--- config.mk ---
export PLATFORM = sky130hd
export DESIGN_NAME = cmau_back
export DESIGN_NICKNAME = d
export VERILOG_FILES = /design/src/rtl/cmau_pkg.sv /design/src/rtl/cmau_back.sv
export SDC_FILE = /design/constraint.sdc
export NUM_CORES = 1
export LEC_CHECK = 0
export BUFFER_PORTS_ARGS = -buffer_cell sky130_fd_sc_hd__buf_4
export CAP_MARGIN = 20
export CORE_MARGIN = 3
export CORE_UTILIZATION = 45
export CTS_CLUSTER_SIZE = 12
export DETAILED_ROUTE_END_ITERATION = 7
export PLACE_DENSITY_LB_ADDON = 0.12
export SYNTH_ARGS = -nofsm -noshare
export SYNTH_HDL_FRONTEND = slang
export SYNTH_SLANG_ARGS = --single-unit
--- constraint.sdc ---
create_clock -name clk -period 10.3 [get_ports clk]
set_clock_uncertainty 0.1 [all_clocks]
set_input_delay 1.545 -clock clk [delete_from_list [all_inputs] [get_ports clk]]
set_output_delay 1.545 -clock clk [all_outputs]
set_load 0.05 [all_outputs]
--- src/rtl/cmau_pkg.sv ---
`default_nettype none

package cmau_pkg;

    // Store geometry: eight byte-wide banks, one row holds eight consecutive bytes
    localparam int MEM_BYTES = 65536;
    localparam int BANKS     = 8;
    localparam int ADDR_W    = $clog2(MEM_BYTES);
    localparam int ROW_DEPTH = MEM_BYTES / BANKS;
    localparam int ROW_W     = ADDR_W - $clog2(BANKS);
    localparam int LIM_W     = 17;
    localparam int LIVE_W    = (ADDR_W + 1 > LIM_W) ? ADDR_W + 1 : LIM_W;

    // Configuration register indexes
    localparam logic [1:0] REG_MEMORY_LIMIT   = 2'd0;
    localparam logic [1:0] REG_READONLY_LIMIT = 2'd1;
    localparam logic [1:0] REG_STACK_LIMIT    = 2'd2;

    localparam logic [LIM_W-1:0] MEMORY_LIMIT_RESET = LIM_W'(65536);

    // Actions
    localparam logic [1:0] ACT_READ  = 2'd0;
    localparam logic [1:0] ACT_WRITE = 2'd1;
    localparam logic [1:0] ACT_PUSH  = 2'd2;
    localparam logic [1:0] ACT_POP   = 2'd3;

    // Size codes
    localparam logic [1:0] SIZE_1 = 2'd0;
    localparam logic [1:0] SIZE_2 = 2'd1;
    localparam logic [1:0] SIZE_4 = 2'd2;
    localparam logic [1:0] SIZE_8 = 2'd3;

    // Status codes
    localparam logic [1:0] ST_OK        = 2'd0;
    localparam logic [1:0] ST_BOUNDS    = 2'd1;
    localparam logic [1:0] ST_VIOLATION = 2'd2;
    localparam logic [1:0] ST_STACK     = 2'd3;

    typedef struct packed {
        logic [1:0]  action;
        logic [63:0] address;
        logic [1:0]  size_code;
        logic [63:0] write_data;
        logic [63:0] stack_pointer;
    } cmau_in_t;

    typedef struct packed {
        logic [63:0] read_data;
        logic [1:0]  status;
        logic [63:0] stack_pointer_out;
    } cmau_out_t;

    // Classified item handed from front to back
    typedef struct packed {
        logic              is_write;
        logic              is_read;
        logic [ADDR_W-1:0] ea;
        logic [1:0]        size_code;
        logic [63:0]       write_data;
        logic [1:0]        status;
        logic [63:0]       stack_pointer_out;
    } cmau_cmd_t;

    typedef struct packed {
        logic             we;
        logic [ROW_W-1:0] addr;
        logic [7:0]       wdata;
    } cmau_bank_req_t;

endpackage

`default_nettype wire

--- src/rtl/cmau_back.sv ---
`default_nettype none

module cmau_back (
    input  wire logic                       clk,
    input  wire logic                       rst_n,
    input  wire logic                       cmd_valid,
    input  wire cmau_pkg::cmau_cmd_t        cmd,
    output logic                            cmd_take,
    output cmau_pkg::cmau_bank_req_t        bank_req   [cmau_pkg::BANKS],
    input  wire logic [7:0]                 bank_rdata [cmau_pkg::BANKS],
    input  wire logic                       pop,
    output logic                            empty,
    output cmau_pkg::cmau_out_t             reply
);

    localparam int OUT_DEPTH = 4;
    localparam int PTR_W     = $clog2(OUT_DEPTH);
    localparam int CNT_W     = $clog2(OUT_DEPTH + 1);

    typedef struct packed {
        logic        is_read;
        logic [2:0]  lo;
        logic [1:0]  size_code;
        logic [1:0]  status;
        logic [63:0] stack_pointer_out;
    } s1_t;

    logic             s1_valid_reg;
    s1_t              s1_reg;

    cmau_pkg::cmau_out_t out_q_reg [OUT_DEPTH];
    logic [PTR_W-1:0] head_reg, head_next;
    logic [PTR_W-1:0] tail_reg, tail_next;
    logic [CNT_W-1:0] cnt_reg, cnt_next;

    logic             room, out_pop;
    logic [2:0]       lo;
    logic [3:0]       nbytes;
    logic [63:0]      word, read_word, mask;
    logic [127:0]     rot;
    logic [cmau_pkg::BANKS-1:0] we_vec;
    cmau_pkg::cmau_out_t        result;

    // Issue only if the result is sure of a slot in the output queue
    assign room     = s1_valid_reg ? (cnt_reg < CNT_W'(OUT_DEPTH - 1))
                                   : (cnt_reg < CNT_W'(OUT_DEPTH));
    assign cmd_take = cmd_valid && room;
    assign lo       = cmd.ea[2:0];
    assign nbytes   = 4'd1 << cmd.size_code;

    // Byte i of the access goes to bank (lo + i) mod 8; banks below lo sit on the next row
    always_comb
    begin
        for (int b = 0; b < cmau_pkg::BANKS; b++)
        begin
            logic [2:0] idx;
            idx = 3'(b) - lo;
            bank_req[b].we    = cmd_take && cmd.is_write && ({1'b0, idx} < nbytes);
            bank_req[b].addr  = cmd.ea[cmau_pkg::ADDR_W-1:3]
                                + cmau_pkg::ROW_W'((3'(b) < lo) ? 1 : 0);
            bank_req[b].wdata = 8'(cmd.write_data >> {idx, 3'b000});
            we_vec[b]         = bank_req[b].we;
        end
    end

    // Result assembly from registered bank data
    always_comb
    begin
        for (int b = 0; b < cmau_pkg::BANKS; b++)
        begin
            word[8*b +: 8] = bank_rdata[b];
        end
        rot = {word, word} >> {s1_reg.lo, 3'b000};
        case (s1_reg.size_code)
            cmau_pkg::SIZE_1: mask = 64'h0000_0000_0000_00FF;
            cmau_pkg::SIZE_2: mask = 64'h0000_0000_0000_FFFF;
            cmau_pkg::SIZE_4: mask = 64'h0000_0000_FFFF_FFFF;
            default:          mask = 64'hFFFF_FFFF_FFFF_FFFF;
        endcase
        read_word = s1_reg.is_read ? (rot[63:0] & mask) : 64'd0;
        result.read_data         = read_word;
        result.status            = s1_reg.status;
        result.stack_pointer_out = s1_reg.stack_pointer_out;
    end

    // Output queue
    assign empty    = (cnt_reg == '0);
    assign out_pop  = pop && !empty;
    assign reply    = out_q_reg[head_reg];

    always_comb
    begin
        head_next = head_reg;
        tail_next = tail_reg;
        cnt_next  = cnt_reg;
        if (s1_valid_reg)
            tail_next = tail_reg + PTR_W'(1);
        if (out_pop)
            head_next = head_reg + PTR_W'(1);
        if (s1_valid_reg && !out_pop)
            cnt_next = cnt_reg + CNT_W'(1);
        else if (!s1_valid_reg && out_pop)
            cnt_next = cnt_reg - CNT_W'(1);
    end

    always_ff @(posedge clk or negedge rst_n)
    begin
        if (!rst_n)
        begin
            s1_valid_reg <= 1'b0;
            head_reg     <= '0;
            tail_reg     <= '0;
            cnt_reg      <= '0;
        end
        else
        begin
            s1_valid_reg <= cmd_take;
            head_reg     <= head_next;
            tail_reg     <= tail_next;
            cnt_reg      <= cnt_next;
        end
    end

    always_ff @(posedge clk)
    begin
        if (cmd_take)
        begin
            s1_reg.is_read           <= cmd.is_read;
            s1_reg.lo                <= lo;
            s1_reg.size_code         <= cmd.size_code;
            s1_reg.status            <= cmd.status;
            s1_reg.stack_pointer_out <= cmd.stack_pointer_out;
        end
        if (s1_valid_reg)
        begin
            out_q_reg[tail_reg] <= result;
        end
    end

    assert property (@(posedge clk) disable iff (!rst_n)
        (|we_vec) |-> (cmd_take && cmd.is_write && cmd.status == cmau_pkg::ST_OK))
        else $error("bank written without a passing write command");

    assert property (@(posedge clk) disable iff (!rst_n)
        s1_valid_reg |-> (cnt_reg != CNT_W'(OUT_DEPTH)))
        else $error("result arrived with the output queue full");

    assert property (@(posedge clk) disable iff (!rst_n)
        (s1_valid_reg && s1_reg.status != cmau_pkg::ST_OK) |-> (read_word == 64'd0))
        else $error("failed access returned data");

endmodule

`default_nettype wire

Yosys cells after proc, flatten, opt, wreduce, memory -nomap -nowiden
Memory sizes are Yosys's and may differ from the RTL's.
Index checks and enable logic that the tools add are counted.

word-level totals
  bits in registers = 80
  bits in writable memories = 520
  input bits = 218
  output and inout bits = 308
  logic and storage cells = 95
  memories = 1

memories
  name       words  bits a word  read ports  clocked after memory_dff  write ports  RTL line         text
  out_q_reg  4      130          1           0                         1            cmau_back.sv:31  cmau_pkg::cmau_out_t out_q_reg [OUT_DEPTH];

cells by class
  $add $sub $neg = 20
  magnitude comparators = 18
  equal/unequal tests = 2
  shift operators = 10
  mux-type cells = 15
  bitwise gates (word level) = 1
  reduce and logical (&&, ||, !) cells = 19

operator list
  cell                   number
  $shr A64 B6 Y8         8
  $pmux W64 S3           1
  $shr A128 B6 Y64       1
  $add A13 B1 Y13        8
  $and A64 B64 Y64       1
  $mux W64               1
  $lt A3 B4 Y1           8
  $logic_and A1 B1 Y1    13
  $lt A3 B3 Y1 const A   4
  $sub A3 B3 Y3 const A  4
  $mux W1                11
  $lt A1 B3 Y1 const A   2
  $lt A2 B3 Y1 const A   2
  $mux W3                2
  $sub A1 B3 Y3 const A  2
  $sub A2 B3 Y3 const A  2
  $add A2 B1 Y2 const B  2
  $shl A1 B2 Y4 const A  1
  $add A3 B1 Y3 const B  1
  $logic_not A1 Y1       3
  $logic_not A3 Y1       1
  $lt A3 B2 Y1 const B   1
  $lt A3 B3 Y1 const B   1
  $sub A3 B1 Y3 const B  1
  4 further kinds        4

Logic depth before layout (Yosys ltp)
  depth after elaboration = 6
  depth in mapped cells = 13
  mapped depth without buffers = 8

Worst setup path after synthesis
Ideal clock, no wire load.

  kind = input -> output
  start = in cmd[132] in the netlist's numbering
  end = out bank_req[131] in the netlist's numbering
  arrival = 4.867 ns
  data required time = 8.655 ns
  slack = 3.788 ns
  stages on the path = 13
  buffers on the path = 6
  path through = buf_6 -> buf_4 -> buf_2 -> inv_1 -> ha_1 -> buf_2 -> buf_4 -> buf_2 -> inv_1 -> ha_1 -> nor4_1 -> nor3_1 -> a221oi_1

RTL lines
  element      RTL line        text
  from (decl)  cmau_back.sv:7  input wire cmau_pkg::cmau_cmd_t cmd,
  to (decl)    cmau_back.sv:9  output cmau_pkg::cmau_bank_req_t bank_req [cmau_pkg::BANKS],

==> summary by stage <==
Status
The flow ran to the end, and the final reports show no timing, DRC or antenna violations.

Pwr
The internal portion of total power is 5.59 mW. The power share of the sequential group is 36.5%. The worst vdd rail ir drop is 0.136 mV. In this run, the clock network consumes 20.8% of the power. The part of the total power dissipated in combinational logic is 42.6%.

The leakage power total is 12.4 nW. For this design the ratio of total power to cell area is 273 nW/µm². The analysis attributes to net switching a power of 3.68 mW. The switching fraction of total power is 39.7%.

Global route
Entering global routing, the biggest net connects 95 pins. The total routing usage reported by global routing is 24.1%. Global routing used 5.68% of the available met3 tracks.

The global-route wire length before repair is 114,000 µm. The met1 global-route usage is 29.9%. The layer with the highest usage is met2. The number of global-route vias before repair is 17,091.

The global routing usage on met2 is 42.5%. The initial antenna violation count is 11. The overall overflow remaining after global route is 0.

Floorplan
The I/O pin count is 526. The die boundary height is 254 µm. The site row count is 90. The area inside the core boundary is 60,700 µm².

The die outline area is 64,700 µm². The width of the die is 254 µm. Once the floorplan was initialized, standard cells occupied 45.8% of the core.

Route
The detail route stage leaves a number of antenna-violating nets equal to 0. For this run, design rule violations remaining after detail routing come to 0. The count of vias placed by the detailed router is 16,875. The final routed wirelength across all metal layers is 79,600 µm. After detailed routing, the number of vias per cell comes to 5.79. The number of DRC markers after the initial detailed-route iteration is 1,126.

The detail-routed net length per standard cell is 27.3 µm. The number of iterations in the first detailed-routing pass is 5.

Clock tree
The H-tree depth is 2. The number of CTS-inserted buffers is 59. The clock latency on the worst-skew pair is 600 ps. The number of post-CTS setup repair buffers is 0. The number of sinks driven by the clock tree is 600.

Buffers inserted to repair hold after CTS numbered 0. Gates resized during post-CTS repair numbered 0. The CTS tree is yes. The root buffer cell is clkbuf_16. After clock tree synthesis, the clock-pin slew on the worst setup and hold paths is 60 ps. The maximum root-to-sink buffer count is 3.

Layout
The number of flip-flops in the largest register is 520. The filler cell count in the final layout is 4,846. The top cell types in the final layout, fill and taps aside, are 592 x edfxtp_1, 546 x buf_4, 215 x nand2_1, 190 x mux4_2, 71 x o22ai_1. From synthesis to final layout, the design area changed by 22.1%. The share of layout cells above drive strength 1 is 41.7%. The utilization after layout is 55.9%. The library cell used most frequently in the layout, excluding fill and tap cells, is edfxtp_1. The final standard cell count with taps included and fillers excluded is 2,912.

The number of nets in the final layout is 2,350.

Timing
The number of hold violations in the final report is 0. The final number of max-transition violations was 0. The worst-case headroom to the max-slew limit is 26.7%. The total of endpoints with negative setup slack in the final report is 0.

Adding up every negative setup slack in the final design gives 0 ps. In the post-route analysis, the smallest setup slack over all paths is 3600 ps. The tightest hold path in the finished design has a slack of 396 ps.

The minimum clock period is 6700 ps. Setup repair after global routing left no endpoint under its margin. The final critical path takes up 65.1% of the cycle.

Timing would allow up to 149 MHz. For the pin with the worst max-slew slack, the measured transition is 1100 ps.

Yosys
Counting every net in the synthesized netlist gives 1,862. In this run, distinct cell masters in the synthesized netlist total 45. After synthesis the netlist holds a flip-flop and latch count of 600. The largest area contributor in the synthesized netlist is edfxtp_1. The average footprint of a synthesized cell is 17.3 µm². The post-synthesis sequential area ratio is 64.7%.

The cell area after synthesis is 27,800 µm². The proportion of netlist area held by the largest area contributor is 64.0%. The count of warnings emitted by yosys is 0.

In the synthesized netlist, the number of instances is 1,608. In the post-synthesis netlist, the biggest area contributors are edfxtp_1 64%, mux4_2 15%, nand2_1 2.9%.

Run
Max-cap violations in this run came to 0.

Critical path
The buffers plus inverters on the worst setup path is 4. The type of destination of the critical path is an output port. Data on the critical path arrives at its endpoint at 5060 ps. The required time reported for the critical path endpoint is 8660 ps. The master of the slowest instance on the critical path is ha_1. The largest fanout on the critical path is 24. The delay of the slowest cell on the worst path is 930 ps. The critical path goes through buf_4, clkinv_1, ha_1, clkinv_1, ha_1, a221oi_1, buf_4. The cell family contributing the most delay on the critical path is buffers and inverters. The critical path is of the primary input to output port type. The startpoint class of the critical path is a primary input.

Setup slack on the worst reg-to-reg path comes out at 7140 ps.

Placement
The number of I/O port buffers is 525. Routability-driven placement finished with a final weighted congestion of 0.963. The total instance count after detailed placement is 2,817. The HPWL after detailed placement is 55,500 µm. OpenSTA, run right after detailed placement, puts the worst setup slack at 3670 ps.

Hold path
The type of the most critical hold path is flop to flop.
==> worst paths after layout <==
| kind | to | from | depth (start not counted) |
|---|---|---|---|
| worst max-delay path | bank_req[65] | cmd[134] | 7 |
| worst min-delay path | out_q_reg[3][34] | result[34] | 0 |
| worst max register to register | out_q_reg[0][76] | s1_reg[68] | 4 |
| worst min register to register | out_q_reg[3][34] | result[34] | 0 |
| max in group asynchronous | head_reg[0] | rst_n | 1 |
| min in group asynchronous | cnt_reg[2] | rst_n | 1 |
==> logic make-up after synthesis <==
kind of cell / share of synthesized area [%]
AO/OA/AOI/OAI: 2.19
flip-flops: 64.7
AND/OR/NAND/NOR: 5.24
XOR/XNOR: 2.73
multiplexers: 20.7
adder cells (fa/ha/maj): 1.65
buffers and inverters: 2.74
==> synth_stat cells (all sizes together) <==
master and number:
a21o 1, a21oi 3, a221oi 8, and2 8, and3b 1, and4 2, buf 87, clkbuf 33
clkinv 3, dfrtp 8, edfxtp 592, fa 1, ha 35, inv 15, mux2 65, mux2i 64
mux4 194, nand2 215, nand2b 6, nand3 26, nand3b 2, nand4 5, nand4b 2, nor2 22
nor2b 1, nor3 24, nor4 16, o21ai 9, o221ai 2, o22ai 71, o311a 1, or2 1
xnor2 42, xor2 43
==> final cells by class <==
class                           count  area (µm²)  share of cell area, %
Clock buffer                       76        1560                   4.61
Timing Repair Buffer              547        4120                   12.1
Tap cell                          782         978                   2.89
Antenna cell                        6        15.0                 0.0443
Inverter                           18        67.6                  0.199
Multi-Input combinational cell    870        9050                   26.7
Clock inverter                     13         126                  0.373
Sequential cell                   600       18000                   53.0
==> metrics by stage <==
| step | cell area [µm²] | power (mW) |
|---|---|---|
| detailed placement | 32200 | 7.45 |
| finish | 33900 | 9.26 |
| CTS | 33900 | 9.39 |
| global route | 33900 | 9.63 |
| floorplan | 27800 | 6.21 |
| global placement | 32200 | 7.42 |
==> layer usage <==
metal | up-vias | share of wire, %
met3 | 110 | 7.4
li1 | 7375 | -
met5 | - | 0.14
met4 | 14 | 2.2
met1 | 8710 | 38
met2 | 666 | 53
==> power groups by stage <==
stage	Sequential (mW)	Clock, mW	Combinational, mW
2_1_floorplan	3.35	0	2.86
3_3_place_gp	3.42	0	4.00
3_5_place_dp	3.44	0	4.00
4_1_cts	3.39	1.98	4.01
5_1_grt	3.43	2.07	4.13
6_report	3.39	1.93	3.95
Power figures use the tool's default switching activity.
