**config.mk**
```make
export PLATFORM = sky130hd
export DESIGN_NAME = cmau_front
export DESIGN_NICKNAME = d
export VERILOG_FILES = /design/src/rtl/cmau_pkg.sv /design/src/rtl/cmau_front.sv
export SDC_FILE = /design/constraint.sdc
export NUM_CORES = 1
export LEC_CHECK = 0
export ABC_CLOCK_PERIOD_IN_PS = 14700
export BUFFER_PORTS_ARGS = -buffer_cell sky130_fd_sc_hd__buf_2
export CORE_MARGIN = 5
export CORE_UTILIZATION = 45
export CTS_CLUSTER_SIZE = 40
export DETAILED_ROUTE_END_ITERATION = 12
export PLACE_DENSITY = 0.77
export SYNTH_ARGS = -nofsm -noshare
export SYNTH_HDL_FRONTEND = slang
export SYNTH_SLANG_ARGS = --single-unit
```
**constraint.sdc**
```tcl
create_clock -name clk -period 14.7 [get_ports clk]
set_input_delay 0.735 -clock clk [delete_from_list [all_inputs] [get_ports clk]]
set_output_delay 0.735 -clock clk [all_outputs]
set_load 0.005 [all_outputs]
```
**src/rtl/cmau_pkg.sv**
```systemverilog
`default_nettype none

package cmau_pkg;

    // Store geometry: eight byte-wide banks, one row holds eight consecutive bytes
    localparam int MEM_BYTES = 65536;
    localparam int BANKS     = 8;
    localparam int ADDR_W    = $clog2(MEM_BYTES);
    localparam int ROW_DEPTH = MEM_BYTES / BANKS;
    localparam int ROW_W     = ADDR_W - $clog2(BANKS);
    localparam int LIM_W     = 17;
    localparam int LIVE_W    = (ADDR_W + 1 > LIM_W) ? ADDR_W + 1 : LIM_W;

    // Configuration register indexes
    localparam logic [1:0] REG_MEMORY_LIMIT   = 2'd0;
    localparam logic [1:0] REG_READONLY_LIMIT = 2'd1;
    localparam logic [1:0] REG_STACK_LIMIT    = 2'd2;

    localparam logic [LIM_W-1:0] MEMORY_LIMIT_RESET = LIM_W'(65536);

    // Actions
    localparam logic [1:0] ACT_READ  = 2'd0;
    localparam logic [1:0] ACT_WRITE = 2'd1;
    localparam logic [1:0] ACT_PUSH  = 2'd2;
    localparam logic [1:0] ACT_POP   = 2'd3;

    // Size codes
    localparam logic [1:0] SIZE_1 = 2'd0;
    localparam logic [1:0] SIZE_2 = 2'd1;
    localparam logic [1:0] SIZE_4 = 2'd2;
    localparam logic [1:0] SIZE_8 = 2'd3;

    // Status codes
    localparam logic [1:0] ST_OK        = 2'd0;
    localparam logic [1:0] ST_BOUNDS    = 2'd1;
    localparam logic [1:0] ST_VIOLATION = 2'd2;
    localparam logic [1:0] ST_STACK     = 2'd3;

    typedef struct packed {
        logic [1:0]  action;
        logic [63:0] address;
        logic [1:0]  size_code;
        logic [63:0] write_data;
        logic [63:0] stack_pointer;
    } cmau_in_t;

    typedef struct packed {
        logic [63:0] read_data;
        logic [1:0]  status;
        logic [63:0] stack_pointer_out;
    } cmau_out_t;

    // Classified item handed from front to back
    typedef struct packed {
        logic              is_write;
        logic              is_read;
        logic [ADDR_W-1:0] ea;
        logic [1:0]        size_code;
        logic [63:0]       write_data;
        logic [1:0]        status;
        logic [63:0]       stack_pointer_out;
    } cmau_cmd_t;

    typedef struct packed {
        logic             we;
        logic [ROW_W-1:0] addr;
        logic [7:0]       wdata;
    } cmau_bank_req_t;

endpackage

`default_nettype wire

```
**src/rtl/cmau_front.sv**
```systemverilog
`default_nettype none

module cmau_front (
    input  wire logic                        clk,
    input  wire logic                        rst_n,
    input  wire logic                        push,
    output logic                             full,
    input  wire cmau_pkg::cmau_in_t          access,
    input  wire logic                        cfg_write,
    input  wire logic [1:0]                  cfg_index,
    input  wire logic [cmau_pkg::LIM_W-1:0]  cfg_data,
    output logic                             cmd_valid,
    output cmau_pkg::cmau_cmd_t              cmd,
    input  wire logic                        cmd_take
);

    localparam int CMD_DEPTH = 2;
    localparam int PTR_W     = $clog2(CMD_DEPTH);
    localparam int CNT_W     = $clog2(CMD_DEPTH + 1);

    logic [cmau_pkg::LIM_W-1:0] mem_lim_reg;
    logic [cmau_pkg::LIM_W-1:0] ro_lim_reg;
    logic [cmau_pkg::LIM_W-1:0] stk_lim_reg;

    cmau_pkg::cmau_cmd_t q_reg [CMD_DEPTH];
    logic [PTR_W-1:0]    wr_ptr_reg, wr_ptr_next;
    logic [PTR_W-1:0]    rd_ptr_reg, rd_ptr_next;
    logic [CNT_W-1:0]    cnt_reg, cnt_next;

    logic [cmau_pkg::LIVE_W-1:0] live;
    logic [63:0]                 size64, sp_dec, sp_inc, ea;
    logic                        bounds_ok, ro_hit, stk_hit, accept;
    cmau_pkg::cmau_cmd_t         cls;

    // Usable bytes: limit clamped to the store size
    always_comb
    begin
        if (cmau_pkg::LIVE_W'(mem_lim_reg) > cmau_pkg::LIVE_W'(cmau_pkg::MEM_BYTES))
            live = cmau_pkg::LIVE_W'(cmau_pkg::MEM_BYTES);
        else
            live = cmau_pkg::LIVE_W'(mem_lim_reg);
    end

    // Classification
    always_comb
    begin
        size64 = 64'd1 << access.size_code;
        sp_dec = access.stack_pointer - size64;
        sp_inc = access.stack_pointer + size64;

        unique case (access.action)
            cmau_pkg::ACT_PUSH: ea = sp_dec;
            cmau_pkg::ACT_POP:  ea = access.stack_pointer;
            default:            ea = access.address;
        endcase

        // ea < live rules out overflow of ea + size
        bounds_ok = (ea < 64'(live)) && ((ea + size64) <= 64'(live));
        ro_hit    = ea < 64'(ro_lim_reg);
        stk_hit   = ea < 64'(stk_lim_reg);

        cls.is_write          = 1'b0;
        cls.is_read           = 1'b0;
        cls.ea                = ea[cmau_pkg::ADDR_W-1:0];
        cls.size_code         = access.size_code;
        cls.write_data        = access.write_data;
        cls.status            = cmau_pkg::ST_OK;
        cls.stack_pointer_out = access.stack_pointer;

        unique case (access.action)
            cmau_pkg::ACT_READ:
            begin
                cls.status  = bounds_ok ? cmau_pkg::ST_OK : cmau_pkg::ST_BOUNDS;
                cls.is_read = bounds_ok;
            end
            cmau_pkg::ACT_WRITE:
            begin
                if (!bounds_ok)
                    cls.status = cmau_pkg::ST_BOUNDS;
                else if (ro_hit)
                    cls.status = cmau_pkg::ST_VIOLATION;
                cls.is_write = bounds_ok && !ro_hit;
            end
            cmau_pkg::ACT_PUSH:
            begin
                if (stk_hit)
                    cls.status = cmau_pkg::ST_STACK;
                else if (!bounds_ok)
                    cls.status = cmau_pkg::ST_BOUNDS;
                else if (ro_hit)
                    cls.status = cmau_pkg::ST_VIOLATION;
                cls.is_write          = !stk_hit && bounds_ok && !ro_hit;
                cls.stack_pointer_out = sp_dec;
            end
            cmau_pkg::ACT_POP:
            begin
                if (stk_hit)
                    cls.status = cmau_pkg::ST_STACK;
                else if (!bounds_ok)
                    cls.status = cmau_pkg::ST_BOUNDS;
                cls.is_read = !stk_hit && bounds_ok;
                if (!stk_hit && bounds_ok)
                    cls.stack_pointer_out = sp_inc;
            end
            default:
            begin
                cls.status = cmau_pkg::ST_OK;
            end
        endcase
    end

    // Command queue
    assign full      = (cnt_reg == CNT_W'(CMD_DEPTH));
    assign accept    = push && !full;
    assign cmd_valid = (cnt_reg != '0);
    assign cmd       = q_reg[rd_ptr_reg];

    always_comb
    begin
        wr_ptr_next = wr_ptr_reg;
        rd_ptr_next = rd_ptr_reg;
        cnt_next    = cnt_reg;
        if (accept)
            wr_ptr_next = wr_ptr_reg + PTR_W'(1);
        if (cmd_take)
            rd_ptr_next = rd_ptr_reg + PTR_W'(1);
        if (accept && !cmd_take)
            cnt_next = cnt_reg + CNT_W'(1);
        else if (!accept && cmd_take)
            cnt_next = cnt_reg - CNT_W'(1);
    end

    always_ff @(posedge clk or negedge rst_n)
    begin
        if (!rst_n)
        begin
            wr_ptr_reg  <= '0;
            rd_ptr_reg  <= '0;
            cnt_reg     <= '0;
            mem_lim_reg <= cmau_pkg::MEMORY_LIMIT_RESET;
            ro_lim_reg  <= '0;
            stk_lim_reg <= '0;
        end
        else
        begin
            wr_ptr_reg <= wr_ptr_next;
            rd_ptr_reg <= rd_ptr_next;
            cnt_reg    <= cnt_next;
            if (cfg_write)
            begin
                unique case (cfg_index)
                    cmau_pkg::REG_MEMORY_LIMIT:   mem_lim_reg <= cfg_data;
                    cmau_pkg::REG_READONLY_LIMIT: ro_lim_reg  <= cfg_data;
                    cmau_pkg::REG_STACK_LIMIT:    stk_lim_reg <= cfg_data;
                    default:                      ;
                endcase
            end
        end
    end

    always_ff @(posedge clk)
    begin
        if (accept)
        begin
            q_reg[wr_ptr_reg] <= cls;
        end
    end

    // Only classified commands that passed every check may touch memory
    assert property (@(posedge clk) disable iff (!rst_n)
        (accept && (cls.is_write || cls.is_read)) |-> (cls.status == cmau_pkg::ST_OK))
        else $error("memory access issued for a failed item");

    assert property (@(posedge clk) disable iff (!rst_n)
        (push && full && !cmd_take) |=> $stable(cnt_reg))
        else $error("command queue changed while full and stalled");

endmodule

`default_nettype wire

```
Yosys cells after proc, flatten, opt, wreduce, memory -nomap -nowiden

Memory sizes are Yosys's and may differ from the RTL's.
Cells that the tools add are included.

Flip-flop bits (word level): 55
RAM bits: 300
Bits of input ports: 220
Output and inout bits: 152
Logic and storage cells: 61
Memories: 1

Add/subtract/negate cells: 7
$lt $le $gt $ge: 5
Equal/unequal tests: 6
Shift operators: 1
Mux-type cells: 16
Reductions and logical operators: 19

Memories:

| name  | words | bits a word | read ports | clocked after Yosys merged registers in | write ports | line             | text |
|---|---|---|---|---|---|---|---|
| q_reg | 2     | 150         | 1          | 0                                       | 1           | cmau_front.sv:25 | `cmau_pkg::cmau_cmd_t q_reg [CMD_DEPTH];` |

Operators with widths:

| kind                                             | count |
|---|---|
| case mux 64 bit (2 select lines)                 | 2 |
| < comparator 64 x 17 -> 1 bit                    | 3 |
| adder 64 bit                                     | 2 |
| less-or-equal comparator 64 x 17 -> 1 bit        | 1 |
| two-way mux 64 bit                               | 1 |
| << shifter 1 x 2 -> 64 bit, first input constant | 1 |
| subtractor 64 bit                                | 1 |
| > comparator 17 bit, second input constant       | 1 |
| two-way mux 17 bit                               | 1 |
| two-way mux 2 bit                                | 6 |
| == test 2 bit, second input constant             | 4 |
| case mux 2 bit (4 select lines)                  | 1 |
| logical AND 1 bit                                | 7 |
| AND reduction 2 bit                              | 3 |
| logical NOT 1 bit                                | 5 |
| == test 2 x 1 -> 1 bit, second input constant    | 2 |
| logical NOT 2 bit                                | 2 |
| case mux 1 bit (2 select lines)                  | 2 |
| nonzero test 2 bit                               | 2 |
| two-way mux 1 bit                                | 3 |
| adder 1 bit, second input constant               | 2 |
| adder 2 x 1 -> 2 bit, second input constant      | 1 |
| subtractor 2 x 1 -> 2 bit, second input constant | 1 |

Longest topological paths before layout

Gate-level depths: netlist (run 1).

Depth in word-level cells: 9
Gate-level depth with buffers: 32

Worst setup path before layout (run 1)

No wires, ideal clock.

Path type: input to register
Start: input port push
End: memory q_reg[0][0] (netlist bit), enable pin
Setup time: 0.661 ns
Arrival time: 7.051 ns
Setup slack: 6.988 ns
Stages on the path: 2
Path buffers: 0
Cell sequence: nand2_1 nor2_1

Longest elaborated chain between the ends: 3

Ends and longest elaborated chain:

| item                                    | line              | text |
|---|---|---|
| start: declaration                      | cmau_front.sv:6   | `input wire logic push,` |
| logical AND 1 bit                       | cmau_front.sv:114 | `assign accept = push && !full;` |
| two-way mux 1 bit                       | cmau_front.sv:163 | `if (accept)` |
| two-way mux 1 bit (not written as such) | cmau_front.sv:165 | `q_reg[wr_ptr_reg] <= cls;` |
| end: declaration                        | cmau_front.sv:25  |  |

No other way between the ends.

==> impl_metrics.json, run 1 <==
{
  "status": "completed",
  "cts_setup_buffers": 0,
  "grt_max_degree": 151,
  "start_util_pct": 45.2,
  "yosys_warnings": 0,
  "drc": 0,
  "ant_nets": 0,
  "cts_tree": "done",
  "grt_pass1_vias": 15900,
  "setup_viol": 0,
  "ff2ff_path_depth": 15,
  "track_usage_pct": 25.7,
  "port_buffers": 371,
  "finalClockSkew_ns": 0.0210,
  "period_share_pct": 47.7,
  "vias": 16200,
  "drv_slew": 0,
  "tightest_slew_ns": 1.30,
  "drt_wl_total_um": 65100,
  "viasPerCell": 6.07,
  "largest_register_ffs": 300,
  "clock-sinks": 355,
  "hold_buffers": 0,
  "cts_buffer_depth": 3,
  "avgSynthCellArea_sq_um": 11.7,
  "wl_per_cell_um": 24.5,
  "numCtsBuffers": 38,
  "finalHoldViolCount": 0,
  "min_path_type": "in2async",
  "dr.pass1.iters": 8,
  "clock.fmax_mhz": 143,
  "p_leak_nw": 9.04,
  "slew_headroom_pct": 12.3,
  "syn_nets": 2008,
  "htreeDepth": 2,
  "antenna_found_initial": 14,
  "cap_viol_max_count": 0,
  "drt_iter0_drc": 1701,
  "cts.clk_slew.worst_paths_ns": 0.07,
  "r2r-start": "mem_lim_reg[11]",
  "crit_arrival_ns": 7.41,
  "syn_to_final_growth_pct": 18.7,
  "hold_ws_ns": 0.306,
  "die_h_um": 220,
  "synth_cells": 1702,
  "layout-drive-gt1-share_pct": 33.7,
  "design.core.area_sq_um": 43900,
  "insertion_delay_ns": 0.56,
  "synth_top_flop_cell": "edfxtp_1",
  "min_period_ns": 7.01,
  "die_area_sq_um": 48400,
  "cts-root-buf": "clkbuf_16",
  "placed_cell_area_sq_um": 22300,
  "ir_drop_mv": 0.231,
  "rsz0062_at_grt": "no",
  "seq_area_frac_synth_pct": 52.3,
  "path_max_fanout": 11,
  "grt.overflow.total": 0,
  "setup_tns_ns": 0,
  "worst-setup-path-type": "in2reg",
  "grt_pass1_wl_um": 95300,
  "postLayoutCoreUtil_pct": 53.6,
  "ys_types": 85,
  "async_reset_ff_share_pct": 15.5,
  "place_congestion": 1.00,
  "ios": 372,
  "fp.dieW_um": 220,
  "required_ns": 15.09,
  "rows": 77,
  "reg2reg_to": "q_reg[0][7]",
  "synth_edf_count": 300,
  "design_area_sq_um": 23600,
  "cp-end-kind": "flop",
  "synth_area_sq_um": 19800,
  "dp_hpwl_um": 48300,
  "p_per_area_nw_per_um2": 148,
  "ys_seq_elements": 355,
  "startpoint_type": "input port",
  "r2r_setup_slack_ns": 9.61,
  "fin_nets": 2344,
  "cts_resized": 0
}
-- per-stage QoR --
| stage | setup slack (ns) | total power (W) | cells |
|---|---|---|---|
| finish | 7.69 | 0.00348 | 2662 |
| global route | 7.09 | 0.00365 | 2660 |
| CTS | 7.82 | 0.00351 | 2657 |
| detailed placement | 7.24 | 0.00254 | 2590 |
| global placement | 7.38 | 0.00252 | 2590 |
| floorplan | 6.99 | 0.00211 | 1702 |
-- routing by layer --
layer	GRT usage [%]	routed length [um]	vias up
met4	9.03	2470	20
met3	6.95	6750	200
met5	0	132	-
met1	32.9	25900	7778
li1	-	-	7284
met2	42.4	29900	883
-- worst max-delay path, stage by stage --
cell	delay, ns
buf_2	0.13
nand2b_1	0.21
ha_1	0.33
nor2b_1	0.15
o31ai_1	0.70
nand2_1	0.16
a21oi_1	0.25
a221o_1	0.33
ha_1	0.22
a21oi_1	0.10
a21oi_1	0.36
nand2_1	0.15
or4_4	0.54
xnor2_1	0.15
ha_1	0.29
a21o_1	0.16
a211o_1	0.28
nor3_1	0.18
o221ai_1	0.15
a221o_1	0.35
or3_1	0.57
nor4_1	0.37
mux2_1	0.36
o22ai_1	0.17
-- report_power, final --
part	internal (W)	switching [W]	leakage, nW
clock	0.000557	0.000396	0.605
combinational	0.000481	0.000595	4.99
sequential	0.00136	0.0000874	3.44
-- layout make-up --
cell class                 instances  area (sq um)
antenna                            5          12.5
clock inverter                    19           196
multi-input combinational       1174          8830
inverter                          70           263
fill                            3782         20400
timing repair buffer             399          2080
sequential                       355         10400
clock buffer                      48          1040
tap                              592           741
-- cells in the final DEF (no fill, tap or decap), types with 11 or more instances in the layout --
cell       instances
a211oi_1          20
nor2b_1           12
xnor2_1           22
o21a_1            11
buf_4             27
clkbuf_16         39
nand3_1           35
nor2_1           102
inv_1             69
nor4_1            55
nand2_1           99
ha_1              81
or4_1             16
or3_1             18
and3_1            17
a21oi_1           67
a22oi_1           14
nor3_1            54
nand2b_1          12
nand4_1           46
o211ai_1          17
a31oi_1           32
a21o_1            25
o21ai_0           38
edfxtp_1         300
buf_2            371
mux2_2           207
dfrtp_1           53
-- Yosys cell counts, types with 11 or more instances --
master      n  share of area (%)
a211oi_1   20               0.76
a21o_1     25               0.95
a21oi_1    67                1.7
a22oi_1    14               0.53
a31oi_1    32                1.0
and3_1     18               0.57
clkbuf_1   92                1.7
dfrtp_1    54                6.8
edfxtp_1  300                 45
ha_1       83                5.2
inv_1      69                1.3
mux2_2    207                 12
nand2_1    99                1.9
nand2b_1   12               0.38
nand3_1    35               0.88
nand4_1    46                1.4
nor2_1    104                2.0
nor2b_1    12               0.38
nor3_1     54                1.4
nor4_1     55                1.7
o211ai_1   17               0.64
o21a_1     11               0.42
o21ai_0    38               0.96
or3_1      18               0.57
or4_1      16               0.61
xnor2_1    22               0.97
-- worst max-delay path by stage --
stage | from | end | slack (ns)
after detailed placement | access[129] | q_reg[0][7] | 7.24
after global placement | access[129] | q_reg[0][7] | 7.38
after CTS | access[129] | q_reg[1][7] | 7.82
after floorplan | push | q_reg[0][0] | 6.99
after global routing | access[129] | q_reg[1][14] | 7.09
final | access[129] | q_reg[0][7] | 7.69
-- logic make-up (layout without fill, tap and decap cells) --
group / after synthesis / in the layout / synth area share [%]
DFF: 355 / 355 / 52.3
buffers and inverters: 173 / 536 / 3.40
other: 0 / 5 / 0
AOI/OAI and AO/OA: 323 / 323 / 11.3
and+or+nand+nor: 520 / 520 / 14.0
xor gates and xnor gates: 31 / 31 / 1.37
muxes: 214 / 214 / 12.1
adders and majority gates: 86 / 86 / 5.53
Note: power is estimated with default switching activity, not from simulation.
==> inputs of run 2 (changes only) <==
--- a/config.mk
+++ b/config.mk
@@ -5,13 +5,14 @@
 export SDC_FILE = /design/constraint.sdc
 export NUM_CORES = 1
 export LEC_CHECK = 0
-export ABC_CLOCK_PERIOD_IN_PS = 14700
+export ABC_AREA = 1
+export ABC_CLOCK_PERIOD_IN_PS = 7010
 export BUFFER_PORTS_ARGS = -buffer_cell sky130_fd_sc_hd__buf_2
 export CORE_MARGIN = 5
 export CORE_UTILIZATION = 45
 export CTS_CLUSTER_SIZE = 40
 export DETAILED_ROUTE_END_ITERATION = 12
-export PLACE_DENSITY = 0.77
+export PLACE_DENSITY = 0.76
 export SYNTH_ARGS = -nofsm -noshare
 export SYNTH_HDL_FRONTEND = slang
 export SYNTH_SLANG_ARGS = --single-unit
==> constraint.sdc (replaced) <==
create_clock -name clk -period 7.01 [get_ports clk]
set_input_delay 0.3505 -clock clk [delete_from_list [all_inputs] [get_ports clk]]
set_output_delay 0.3505 -clock clk [all_outputs]
set_load 0.005 [all_outputs]
==> run 2 against run 1 <==
  * Sequential share of layout area shrank 4.2 points
  * Via count grew 19%
  * Non-clock buffer count increased by 57
  * Sequential power rose by 110%
  * Clock power up 110%
  * Die area is 8.7% higher
  * Worst setup slack got worse by 6.8 ns
  * Critical path type unchanged
==> impl_metrics.json, run 2 <==
{
  "status": "completed",
  "cap_viol_max_count": 0,
  "cpPeakStageDelay_ns": 0.52,
  "critPathSlowestCell": "dlygate4sd3_1",
  "syn_nets": 2760,
  "place_congestion": 1.03,
  "htreeDepth": 2,
  "synth_top_flop_cell": "edfxtp_1",
  "syn_to_final_growth_pct": 20.2,
  "hold_depth": 1,
  "vias": 19200,
  "synth_simple_gate_area_share_pct": 24.5,
  "slew_headroom_pct": 22.7,
  "numCtsBuffers": 38,
  "clock-sinks": 355,
  "setup_tns_ns": 0,
  "dr.pass1.iters": 6,
  "die_area_sq_um": 52600,
  "tightest_slew_ns": 1.16,
  "async_reset_ff_share_pct": 15.5,
  "cp_common_cell": "nand2_1",
  "synth_area_sq_um": 21700,
  "grt_pass1_wl_um": 112000,
  "antenna_found_initial": 11,
  "worstHoldStart": "access[103]",
  "wl_per_cell_um": 20.8,
  "port_buffers": 371,
  "synth_cells": 2454,
  "cp-end-kind": "flop",
  "muxShareOfSynthArea_pct": 7.80,
  "required_ns": 7.29,
  "p_seq_share_pct": 40.3,
  "pwr-share-clk_pct": 26.8,
  "synth_xor_area_share_pct": 0.930,
  "cts_buffer_depth": 3,
  "dp_hpwl_um": 55200,
  "cts.clk_slew.worst_paths_ns": 0.06,
  "startpoint_type": "input port",
  "postLayoutCoreUtil_pct": 54.6,
  "period_share_pct": 87.6,
  "share_comb_of_total_power_pct": 33.0,
  "drt_wl_total_um": 73400,
  "netlist_top_cells_count": "nand2_1 (596), nor2_1 (302), edfxtp_1 (300)",
  "ios": 372,
  "min_period_ns": 6.14,
  "p_int_w": 0.00502,
  "seq_area_frac_synth_pct": 48.0,
  "start_util_pct": 45.5,
  "r2r-start": "mem_lim_reg[14]",
  "fillCellCount": 4211,
  "clock.fmax_mhz": 163,
  "p_per_area_nw_per_um2": 287,
  "finalHoldViolCount": 0,
  "reg2reg_to": "q_reg[1][15]",
  "rows": 80,
  "drt_iter0_drc": 1809,
  "final_cell_mix": "nand2_1 (595), buf_2 (371), nor2_1 (300), edfxtp_1 (300), inv_1 (238)",
  "rsz0062_at_grt": "no",
  "grt_pass1_vias": 18600,
  "synth_adder_area_share_pct": 5.07,
  "ys_types": 51,
  "synth_compound_area_share_pct": 7.63,
  "crit_buf_inv": 4,
  "min_path_type": "in2reg",
  "avgSynthCellArea_sq_um": 8.83,
  "ir_drop_mv": 0.242,
  "p_leak_nw": 11.1,
  "worst-setup-path-type": "in2reg",
  "largest_register_ffs": 300,
  "cts_tree": "done",
  "switchingPower_w": 0.00244,
  "yosysTopAreaCell": "edfxtp_1",
  "insertion_delay_ns": 0.57,
  "grt.overflow.total": 0,
  "yosys_warnings": 0,
  "fin_nets": 3178,
  "yosys.area.top_type_share_pct": 41.6,
  "die_h_um": 229,
  "ff2ff_path_depth": 21,
  "drv_slew": 0,
  "grt_max_degree": 67,
  "p_sw_share_pct": 32.7,
  "setup_viol": 0,
  "path_max_fanout": 21,
  "ys_seq_elements": 355,
  "crit_arrival_ns": 6.42,
  "finalClockSkew_ns": 0.0259,
  "fp.dieW_um": 229,
  "synthTopCellsByArea": "edfxtp_1 (42%), nand2_1 (10%), mux2_2 (7.8%)",
  "r2r_setup_slack_ns": 2.68,
  "track_usage_pct": 27.0,
  "cp_top_family": "simple AND/OR/NAND/NOR gates",
  "drc": 0,
  "final_common_cell": "nand2_1",
  "synth.most_common_cell": "nand2_1",
  "viasPerCell": 5.46,
  "hold-path-endpoint": "q_reg[1][105]",
  "cts-root-buf": "clkbuf_16",
  "synth_edf_count": 300,
  "layout-drive-gt1-share_pct": 24.4,
  "synth_top_family_by_area": "simple AND/OR/NAND/NOR gates",
  "design.core.area_sq_um": 47600,
  "cts_resized": 0,
  "ant_nets": 0
}
run 2: cell count changes after synthesis, sizes merged, moves of 36 or more:
cell,change
nand2,+522
nor2,+232
inv,+187
nand3,+154
o21ai,+67
mux2,-58
nor4,-55
clkbuf,-53
nor3,-37
a21oi,+36
run 2: what timing repair did:
action | 4_1_cts | 5_1_grt
hold buffers | 66 | 0
hold endpoints to repair | 183 | 0
buffers inserted | 0 | 0
run 2: kinds of logic (layout without fill, tap and decap cells):
group,Yosys count,after routing
multiplexers,150,150
flip-flops,355,355
other,0,7
AND/OR/NAND/NOR,1219,1219
XOR/XNOR,23,23
buffers and inverters,335,782
AO/OA/AOI/OAI,286,286
adder cells (fa/ha/maj),86,86
run 2: layer usage:
metal	GRT usage, %	share of wire (%)	wire length, um	up-vias
met5	0	0.065	48	-
met4	7.37	2.7	1960	8
li1	-	-	-	9149
met2	44.5	47	34700	796
met3	5.81	7.8	5740	118
met1	36.4	42	30900	9152
run 2: power groups by stage:
stage	clock network, W	registers (W)	logic (W)
floorplan	0	0.00302	0.00145
global placement	0	0.00301	0.00237
detailed placement	0	0.00304	0.00241
CTS	0.00203	0.00300	0.00245
global route	0.00214	0.00304	0.00268
finish	0.00200	0.00301	0.00246
run 2: how the worst max path moves through the flow:
| stage | startpoint | to | cells after the start |
|---|---|---|---|
| after global placement | access[129] | q_reg[0][15] | 35 |
| after global routing | access[129] | q_reg[1][15] | 34 |
| after floorplan | access[194] | q_reg[0][5] | 41 |
| final | access[129] | q_reg[1][15] | 34 |
| after CTS | access[129] | q_reg[1][15] | 34 |
| after detailed placement | access[129] | q_reg[0][15] | 35 |
run 2: per-stage QoR:
step                std cells  power, W  hold slack (ns)  instance area, sq um  worst slack, ns
floorplan                2454   0.00447           0.0549                 21700             1.26
global placement         3381   0.00538            0.468                 24100             1.09
detailed placement       3381   0.00545            0.473                 24100            0.920
CTS                      3516   0.00748           0.0142                 26000            0.940
global route             3522   0.00786           0.0242                 26000            0.213
finish                   3523   0.00746           0.0436                 26000            0.872
run 2: layout make-up:
cell class / count / area, sq um / share of cell area, %
Sequential cell: 355 / 10400 / 39.9
Multi-Input combinational cell: 1764 / 9980 / 38.3
Timing Repair Buffer: 456 / 2660 / 10.2
Clock buffer: 48 / 1010 / 3.87
Inverter: 257 / 970 / 3.72
Tap cell: 615 / 769 / 2.96
Clock inverter: 21 / 238 / 0.913
Antenna cell: 7 / 17.5 / 0.0673
==> inputs of run 3 (changes only) <==
--- a/config.mk
+++ b/config.mk
@@ -10,6 +10,8 @@
 export BUFFER_PORTS_ARGS = -buffer_cell sky130_fd_sc_hd__buf_2
 export CORE_MARGIN = 5
 export CORE_UTILIZATION = 45
+export CTS_BUF_LIST = sky130_fd_sc_hd__clkbuf_4
+export CTS_CLUSTER_DIAMETER = 100
 export CTS_CLUSTER_SIZE = 40
 export DETAILED_ROUTE_END_ITERATION = 12
 export PLACE_DENSITY = 0.76
==> run 3 against run 2 <==
  * Design area shrank 0.72%
  * First-iteration DRC count grew 0.28%
  * Clock power shrank 59%
  * Fmax shrank 2.1%
  * Die area is the same
==> impl_metrics.json, run 3 (synthesis results as in run 2) <==
{
  "status": "completed",
  "worstHoldStart": "access[35]",
  "ant_nets": 0,
  "syn_to_final_growth_pct": 19.3,
  "crit_arrival_ns": 6.96,
  "drt_wl_total_um": 72900,
  "slew_headroom_pct": 21.2,
  "die_area_sq_um": 52600,
  "setup_tns_ns": 0,
  "drt_iter0_drc": 1814,
  "start_util_pct": 45.5,
  "finalClockSkew_ns": 0.0541,
  "drv_slew": 0,
  "insertion_delay_ns": 0.87,
  "rsz0062_at_grt": "no",
  "design.core.area_sq_um": 47600,
  "htreeDepth": 1,
  "fp.dieW_um": 229,
  "cts-root-buf": "clkbuf_4",
  "hold-path-endpoint": "q_reg[1][35]",
  "worst_slack_ns": 0.738,
  "wl_per_cell_um": 20.5,
  "ios": 372,
  "layout-drive-gt1-share_pct": 23.0,
  "rows": 80,
  "grt.overflow.total": 0,
  "tightest_slew_ns": 1.18,
  "vias": 19400,
  "antenna_found_initial": 15,
  "cap_viol_max_count": 0,
  "grt_max_degree": 67,
  "cts_tree": "done",
  "grt_pass1_vias": 18600,
  "fillCellCount": 4266,
  "setup_viol": 0,
  "dr.pass1.iters": 6,
  "worst-setup-path-type": "in2reg",
  "largest_register_ffs": 300,
  "cts_buffer_depth": 3,
  "finalHoldViolCount": 0,
  "min_period_ns": 6.27,
  "cp_common_cell": "nand2_1",
  "numCtsBuffers": 14,
  "place_congestion": 1.03,
  "p_per_area_nw_per_um2": 244,
  "dp_hpwl_um": 55200,
  "cts.clk_slew.worst_paths_ns": 0.36,
  "grt_pass1_wl_um": 110000,
  "fin_nets": 3235,
  "cp-end-kind": "flop",
  "track_usage_pct": 26.5,
  "min_path_type": "in2reg",
  "p_leak_nw": 10.9,
  "post-place-ws_ns": 0.920,
  "final_cell_mix": "nand2_1 (595), buf_2 (371), nor2_1 (300), edfxtp_1 (300), inv_1 (238)",
  "die_h_um": 229,
  "startpoint_type": "input port",
  "drc": 0,
  "path_max_fanout": 21,
  "r2r_setup_slack_ns": 2.21,
  "place_inst": 3381,
  "critPathSlowestCell": "dlygate4sd3_1",
  "cpPeakStageDelay_ns": 0.57,
  "port_buffers": 371,
  "hold_depth": 3,
  "required_ns": 7.70,
  "ir_drop_mv": 0.242,
  "final_common_cell": "nand2_1",
  "cts_resized": 0,
  "ff2ff_path_depth": 22,
  "clock-sinks": 355,
  "viasPerCell": 5.45,
  "clock.fmax_mhz": 159,
  "stdcell_count": 3560,
  "reg2reg_to": "q_reg[0][16]",
  "period_share_pct": 89.5,
  "r2r-start": "mem_lim_reg[14]"
}
run 3: worst max path at each step:
stage	startpoint	endpoint	slack (ns)	cells past startpoint
CTS	access[129]	q_reg[0][17]	0.85	38
global placement	access[129]	q_reg[0][15]	1.09	35
floorplan	access[194]	q_reg[0][5]	1.26	41
global route	access[128]	q_reg[0][17]	0.05	36
finish	access[129]	q_reg[0][16]	0.74	35
detailed placement	access[129]	q_reg[0][15]	0.92	35
run 3: routing by layer:
layer  GRT usage [%]  vias to the layer above  part of all wire [%]
li1                -                     9232                     -
met1            36.1                     9211                    43
met2            43.5                      824                    46
met3            4.97                      131                   7.8
met4            7.27                       12                   3.0
met5               0                        -                  0.11
run 3: metrics by stage:
stage / hold slack (ns) / cell area [sq um] / utilization [%] / total power, W
2_1_floorplan: 0.0549 / 21700 / - / 0.00447
3_3_place_gp: 0.468 / 24100 / 50.6 / 0.00538
3_5_place_dp: 0.473 / 24100 / 50.6 / 0.00545
4_1_cts: 0.000201 / 25800 / 54.2 / 0.00632
5_1_grt: 0.0163 / 25800 / 54.2 / 0.00665
6_report: 0.0303 / 25800 / 54.2 / 0.00631
run 3: cell type report:
type                            instances  area [sq um]  share of cell area [%]
Inverter                              257           970                    3.75
Sequential cell                       355         10400                    40.2
Clock buffer                           15           113                   0.436
Antenna cell                           10          25.0                  0.0968
Timing Repair Buffer                  537          3470                    13.4
Tap cell                              615           769                    2.98
Multi-Input combinational cell       1764          9980                    38.6
Clock inverter                          7           128                   0.494
run 3: critical path: cells and delay by family:
family / cells / cell delay (ns)
xor gates and xnor gates: 1 / 0.18
buffers and inverters: 6 / 1.50
adders and majority gates: 4 / 1.13
and+or+nand+nor: 18 / 2.79
AOI/OAI and AO/OA: 6 / 1.00
run 3: report_power, final:
part	switching, W	leakage, nW	internal [W]	total (W)
Sequential	0.000154	3.47	0.00284	0.00300
Combinational	0.00144	7.34	0.00105	0.00250
Clock	0.000661	0.129	0.000154	0.000815
Total	0.00226	10.9	0.00405	0.00631
run 3: repair_timing:
item	4_1_cts	5_1_grt
endpoints found under the hold margin	359	0
hold buffers	147	0
buffers inserted	0	0
